===== src/rtl/trilinear_table_interpolator_top_defines.svh =====
// Assertion macros shared by the trilinear interpolator RTL.
// Depends on nothing; files that check their own logic include it.
`ifndef TRILINEAR_TABLE_INTERPOLATOR_TOP_DEFINES_SVH
`define TRILINEAR_TABLE_INTERPOLATOR_TOP_DEFINES_SVH
`ifndef SYNTH
`define TRI_ASSERT(lbl, clk, rst_n, prop, msg) \
  lbl: assert property (@(posedge clk) disable iff (!rst_n) prop) else $error(msg);
`define TRI_ASSERT_I(lbl, prop, msg) `TRI_ASSERT(lbl, clk_i, rst_ni, prop, msg)
`else
`define TRI_ASSERT(lbl, clk, rst_n, prop, msg)
`define TRI_ASSERT_I(lbl, prop, msg)
`endif
`endif


===== src/rtl/trilin_pkg.sv =====
// Shared widths, default parameters and operation codes of the trilinear interpolator.
// Depends on nothing.
`default_nettype none

package trilin_pkg;

  localparam int unsigned IDX_W     = 4;
  localparam int unsigned VAL_W     = 32;
  localparam int unsigned FRAC_IN_W = 17;
  localparam int unsigned NUM_BANKS = 8;

  localparam int unsigned DIM_X_DEF     = 16;
  localparam int unsigned DIM_Y_DEF     = 16;
  localparam int unsigned DIM_Z_DEF     = 16;
  localparam int unsigned FRAC_BITS_DEF = 16;

  localparam logic OP_WRITE = 1'b0;
  localparam logic OP_QUERY = 1'b1;

endpackage

`default_nettype wire


===== src/rtl/trilin_blend.sv =====
// One linear blend a + (b - a) * f over two register stages: multiply, then round and saturate.
// Depends on trilin_pkg.
`default_nettype none

module trilin_blend #(
  parameter int unsigned FRAC_BITS = trilin_pkg::FRAC_BITS_DEF
) (
  input  wire logic                                clk_i,
  input  wire logic                                mul_en_i,
  input  wire logic                                rnd_en_i,
  input  wire logic signed [trilin_pkg::VAL_W-1:0] a_i,
  input  wire logic signed [trilin_pkg::VAL_W-1:0] b_i,
  input  wire logic        [FRAC_BITS:0]           frac_i,
  output logic      signed [trilin_pkg::VAL_W-1:0] result_o
);

  import trilin_pkg::*;

  localparam int unsigned FW = FRAC_BITS + 1;
  localparam int unsigned DW = VAL_W + 1;
  localparam int unsigned PW = DW + FW + 1;
  localparam int unsigned QW = PW - FRAC_BITS;
  localparam int unsigned SW = QW + 1;

  localparam logic signed [PW-1:0] HALF  = PW'(1) << (FRAC_BITS - 1);
  localparam logic signed [SW-1:0] MAX_V = {{(SW-VAL_W+1){1'b0}}, {(VAL_W-1){1'b1}}};
  localparam logic signed [SW-1:0] MIN_V = {{(SW-VAL_W+1){1'b1}}, {(VAL_W-1){1'b0}}};

  logic signed [DW-1:0]    diff;
  logic signed [PW-1:0]    prod_d;
  logic signed [PW-1:0]    prod_q;
  logic signed [VAL_W-1:0] a_q;
  logic signed [PW-1:0]    biased;
  logic signed [QW-1:0]    quot;
  logic signed [SW-1:0]    sum;
  logic signed [VAL_W-1:0] res_d;
  logic signed [VAL_W-1:0] res_q;

  assign diff   = {b_i[VAL_W-1], b_i} - {a_i[VAL_W-1], a_i};
  assign prod_d = PW'(diff) * PW'(signed'({1'b0, frac_i}));

  always_ff @(posedge clk_i) begin
    if (mul_en_i) begin
      a_q    <= a_i;
      prod_q <= prod_d;
    end
  end

  assign biased = prod_q + HALF;
  assign quot   = QW'(biased >>> FRAC_BITS);
  assign sum    = SW'(a_q) + SW'(quot);

  always_comb begin
    if (sum > MAX_V) begin
      res_d = MAX_V[VAL_W-1:0];
    end else if (sum < MIN_V) begin
      res_d = MIN_V[VAL_W-1:0];
    end else begin
      res_d = sum[VAL_W-1:0];
    end
  end

  always_ff @(posedge clk_i) begin
    if (rnd_en_i) begin
      res_q <= res_d;
    end
  end

  assign result_o = res_q;

endmodule

`default_nettype wire


===== config.mk =====
export PLATFORM = sky130hd
export DESIGN_NAME = trilin_blend
export DESIGN_NICKNAME = d
export VERILOG_FILES = /design/src/rtl/trilinear_table_interpolator_top_defines.svh /design/src/rtl/trilin_pkg.sv /design/src/rtl/trilin_blend.sv
export SDC_FILE = /design/constraint.sdc
export NUM_CORES = 2
export LEC_CHECK = 0
export BUFFER_PORTS_ARGS = -buffer_cell sky130_fd_sc_hd__buf_2
export CORE_UTILIZATION = 50
export CTS_CLUSTER_SIZE = 16
export DETAILED_ROUTE_END_ITERATION = 8
export PLACE_DENSITY = 0.69
export SYNTH_ARGS = -nofsm -noshare
export SYNTH_HDL_FRONTEND = slang
export SYNTH_SLANG_ARGS = --single-unit

===== constraint.sdc =====
create_clock -name clk_i -period 9.3 [get_ports clk_i]
set_clock_uncertainty 0.2 [all_clocks]
set_input_delay 1.86 -clock clk_i [delete_from_list [all_inputs] [get_ports clk_i]]
set_output_delay 1.86 -clock clk_i [all_outputs]
set_load 0.02 [all_outputs]

Yosys cells after proc, flatten, opt, wreduce, memory -nomap -nowiden
Index checks and enable logic that the tools add are counted.
- bitwise logic cells: 0
- mux-type cells: 1
- div/mod/pow operators: 0
- reduce and logical (&&, ||, !) cells: 0
- $add $sub $neg: 3
- order comparisons: 2
- shifts and indexed selects: 0
- multipliers: 1
- equal/unequal tests: 0
- operators with widths (cell ; number):
    $add 51x17->51 const B ; 1
    $mul 33x18->51 ; 1
    $add 32x35->36 ; 1
    $gt 36x32->1 const B ; 1
    $lt 36x32->1 const B ; 1
    $sub 32x32->33 ; 1
    $mux 32 ; 1
- word-level logic and storage cells: 10
- bits of input ports: 84
- bits in latches: 0
- output and inout bits: 32
- memories: 0
- bits in read-only memories: 0
- flip-flop bits (word level): 115
- RAM bits: 0

Longest topological paths before layout
- depth after elaboration: 4
- mapped depth: 34
- gate-level depth less buffers: 33

Least setup slack after synthesis
Ideal clock, no wire load.
- kind: input port to flip-flop
- from: input port b_i[0] (netlist name)
- to: register prod_q[50] (data pin)
- data required time: 8840 ps
- arrival: 9394 ps
- stages: 30
- buffers on the path: 2
- slack: -554 ps
- library setup time: 260 ps
- cells stage by stage: inv_1 > ha_1 > fa_1 > nor2b_1 > o21ai_2 > a21boi_1 > o32ai_2 > o31a_1 > o21ai_1 > o21a_1 > buf_6 > buf_2 > nor3_1 > a311oi_1 > fa_1 > inv_1 > fa_1 > fa_1 > fa_1 > fa_1 > inv_1 > fa_1 > inv_1 > ha_1 > and3_1 > nand2_1 > a2111oi_0 > nor2_1 > o211ai_1 > xnor2_1
- word-level cells in the longest chain between the ends: 2
- ends and longest elaborated chain (what ; line ; RTL):
    from (decl) ; trilin_blend.sv:12 ; input wire logic signed [trilin_pkg::VAL_W-1:0] b_i,
    $sub 32x32->33 ; trilin_blend.sv:39 ; assign diff = {b_i[VAL_W-1], b_i} - {a_i[VAL_W-1], a_i};
    $mul 33x18->51 ; trilin_blend.sv:40 ; assign prod_d = PW'(diff) * PW'(signed'({1'b0, frac_i}));
    named net prod_d[50] ; trilin_blend.sv:30 ; logic signed [PW-1:0] prod_d;
    to (signal assigned) ; trilin_blend.sv:45 ; prod_q <= prod_d;
    to (decl) ; trilin_blend.sv:31 ; logic signed [PW-1:0] prod_q;
The timed path passes the listed nets, and every way through them passes these cells.
A chain may end at the register's enable or synchronous reset.

Worst setup path in the final report
- from: input port b_i[0] (netlist name)
- to: register prod_q[48] (data pin)
Same word-level chain as after synthesis.

==> run summary <==
The flow ran to the end, but the final reports show violations. The final reports fail on setup timing. The count of routing violations after the opening detailed-route iteration came out at 1741. The max-cap check violation count is 0. Setup repair after global routing could not meet its margin everywhere. The startpoint of the most critical hold path is a_q[0]. The pin count of the biggest net entering global routing is 69. The synthesized flop and latch total came out at 100. STA classifies the critical path startpoint as an input pin.

The buffer depth of the longest clock path is 2. The count of final hold-check violations was 0. The worst hold path passes through 3 cells.

The wire length per cell after detailed routing came out at 18.7 um. The final layout net count is 4519. The initial utilization of the core area, before any placement, comes to 50.9%. The die covers 58600 um2. The largest single stage delay on the critical path is 0.54 ns. The clock buffer count from CTS is 9. The required time at the endpoint of the critical path came out at 9.20 ns. The clock-pin slew of the registers on the worst-case setup and hold paths came out at 0.08 ns. The signed area change from the synthesized netlist to the final layout came out at 20.1%. Summing every instance area after synthesis gives 28800 um2. The clock reaches the later pin of the worst-skew pair after 0.35 ns.

The portion of the clock cycle consumed by the worst path in the final layout is 102%. The achievable clock frequency came out at 105 MHz. OpenSTA, run right after detailed placement, puts the worst setup slack at -0.973 ns.

The number of search-and-repair iterations in the first detailed-routing pass is 6. The number of global-route vias before repair came to 25371. Of all cell types, the one taking the most synthesized area is sky130_fd_sc_hd__fa_1. The total of warnings raised by yosys came out at 0. The proportion of synthesized chip area in sequential cells came out at 10.4%. The final total negative setup slack is -1.89 ns. The commonest register cell after synthesis is sky130_fd_sc_hd__edfxtp_1. After detailed routing, the total wire length is 83500 um. Input and output buffers added on the ports amount to 115. The TritonCTS sink count is 100. The top cell types in the final layout, fill and taps aside, are sky130_fd_sc_hd__inv_1, sky130_fd_sc_hd__fa_1, sky130_fd_sc_hd__buf_4.

The DRC violations left came out at 0. Final hold analysis gives a worst-case slack of 0.558 ns. The total of fill cells in the finished design came out at 4807. The final antenna-violating net count came out at 0.

For this run, the total global-route usage over all layers was measured as 28.6%. The arrival time reported for the critical path endpoint came out at 9.42 ns. Setup slack on the critical path of the routed design comes to -0.224 ns. The TritonCTS clock tree is yes. In this run the worst hold path is classified as reg2reg. The core outline area came out at 56600 um2. In this run the worst path has a maximum fanout of 10.

In this run the mean area of a mapped cell was 8.70 um2. The final critical path time including I/O delays and setup is 9.52 ns. The worst setup path is of the in2reg kind. The area share of the leading cell type in the synthesized netlist is 37.3%. The end point of the worst hold path is result_o[0]. The area of all sequential standard cells came out at 3000 um2. Sorting the synthesized cells by area gives the leading types as sky130_fd_sc_hd__fa_1, sky130_fd_sc_hd__edfxtp_1, sky130_fd_sc_hd__inv_1. Setup violations remaining at the end of the flow were counted as 13. The y dimension of the die is 242 um. The count of vias placed by the detailed router is 24485. When the netlist entered floorplanning its net count stood at 4114.

The first global-routing pass estimated 134000 um of wire. The number of buffers inserted by hold repair at cts came out at 0. The placed instance area came out at 33000 um2.

The transition time at the pin with the least slew margin is 0.886 ns. The final instance area is 34600 um2. The library cell used most frequently in the layout, excluding fill and tap cells, is sky130_fd_sc_hd__inv_1.

The worst register-to-register path ends at result_o[7]. The via-per-instance ratio is 5.47. The most numerous cell type found on the critical path is sky130_fd_sc_hd__fa_1. The number of H-tree levels is 3. The root buffer cell chosen for the clock tree is sky130_fd_sc_hd__clkbuf_16. On the critical path, the stage with the largest delay is an instance of sky130_fd_sc_hd__fa_1.

The width of the die is 242 um. The total global routing overflow is 0. The I/O pin total came out at 116.

Cells with a size suffix above 1 make up 21.2% of the layout. The post-synthesis async set-or-reset flop share came out at 0%. The category of the worst setup path capture point is a flop. The number of antenna diodes in the final layout is 0.

The number of enable flip-flop cells after synthesis came out at 100. The number of pins exceeding their max-slew limit in the final report is 0. The post-detailed-placement half-perimeter wirelength came out at 68700 um. The placer's final routability congestion estimate is 0.942. The number of cells produced by synthesis came out at 3309. In the final layout, the multi-input gates occupy 23500 um2. Setup slack on the worst reg-to-reg path comes out at 3.68 ns.

The max-slew headroom at the worst pin is 41.0%. The initialized floorplan defines 87 standard-cell rows. In this run, distinct cell masters in the synthesized netlist total 81. The number of antenna violations at the first check in global routing is 2. The number of cells on the worst reg-to-reg path is 20.

The launch point of the worst reg-to-reg path is prod_q[15].
## registers in the layout (all words and copies together), names as in the netlist
signal	flops
prod_q	36
a_q	32
result_o	32
## metrics by stage
| step | std cells | utilization [%] |
|---|---|---|
| global placement | 4415 | 58.3 |
| finish | 4475 | 61.1 |
| CTS | 4455 | 59.8 |
| global route | 4475 | 61.1 |
| detailed placement | 4415 | 58.3 |
| floorplan | 3309 | - |
## cells in the mapped netlist, types with 26 or more instances
library cell / n
sky130_fd_sc_hd__xnor2_1: 79
sky130_fd_sc_hd__nand3_1: 126
sky130_fd_sc_hd__fa_1: 536
sky130_fd_sc_hd__and2_1: 159
sky130_fd_sc_hd__a21oi_1: 105
sky130_fd_sc_hd__nand2_1: 348
sky130_fd_sc_hd__edfxtp_1: 100
sky130_fd_sc_hd__clkbuf_1: 155
sky130_fd_sc_hd__ha_1: 185
sky130_fd_sc_hd__a21o_1: 48
sky130_fd_sc_hd__nand4b_1: 26
sky130_fd_sc_hd__nor2_1: 111
sky130_fd_sc_hd__xor2_1: 35
sky130_fd_sc_hd__inv_1: 673
sky130_fd_sc_hd__o21ai_0: 81
sky130_fd_sc_hd__a31oi_1: 34
sky130_fd_sc_hd__nor3_1: 57
sky130_fd_sc_hd__and3_1: 54
sky130_fd_sc_hd__o21ai_1: 37
sky130_fd_sc_hd__nor2b_1: 53
## final cells by class
class | instances | area share, %
inverter | 675 | 7.34
tap | 756 | 2.74
multi-input combinational | 2352 | 67.8
sequential | 100 | 8.68
clock buffer | 9 | 0.651
clock inverter | 7 | 0.221
timing repair buffer | 576 | 12.6
## per-layer routing
layer,global-route usage (%),vias up,part of all wire [%]
met4,8.80,4,3.4
met3,3.63,154,7.4
li1,-,11288,-
met2,48.0,950,48
met1,38.8,12089,42
met5,0,-,0.030
## logic make-up after synthesis
kind of cell	synth area share, %
buf+inv	11.3
flops	10.4
xor+xnor	3.47
simple gates	19.0
fa+ha+maj	45.3
compound gates	10.3
mux	0.143
## what timing repair did
action                                  CTS  global route
gates resized for setup                  71           139
endpoints found under the setup margin   27            30
pin swaps                                58            95
cloned                                    0             0
endpoints found under the hold margin     0             0
setup buffers                            25            23
## worst max-delay path, delay by kind of cell
family          cells  cell delay, ns
buf+inv            11            1.13
fa+ha+maj           9            3.82
simple gates        7            0.67
compound gates      9            1.90
## worst max path at each step
stage / slack [ns] / to / depth (start not counted) / from
2_1_floorplan: -0.06 / prod_q[50] / 32 / b_i[0]
3_3_place_gp: -0.89 / prod_q[50] / 34 / a_i[1]
3_5_place_dp: -0.97 / prod_q[49] / 35 / a_i[1]
4_1_cts: -0.27 / prod_q[48] / 36 / b_i[0]
5_1_grt: -0.52 / prod_q[50] / 35 / a_i[6]
6_report: -0.22 / prod_q[48] / 36 / b_i[0]
Power is not shown: default switching activity piles up to over one toggle a cycle in this logic, so the estimate is an artifact.
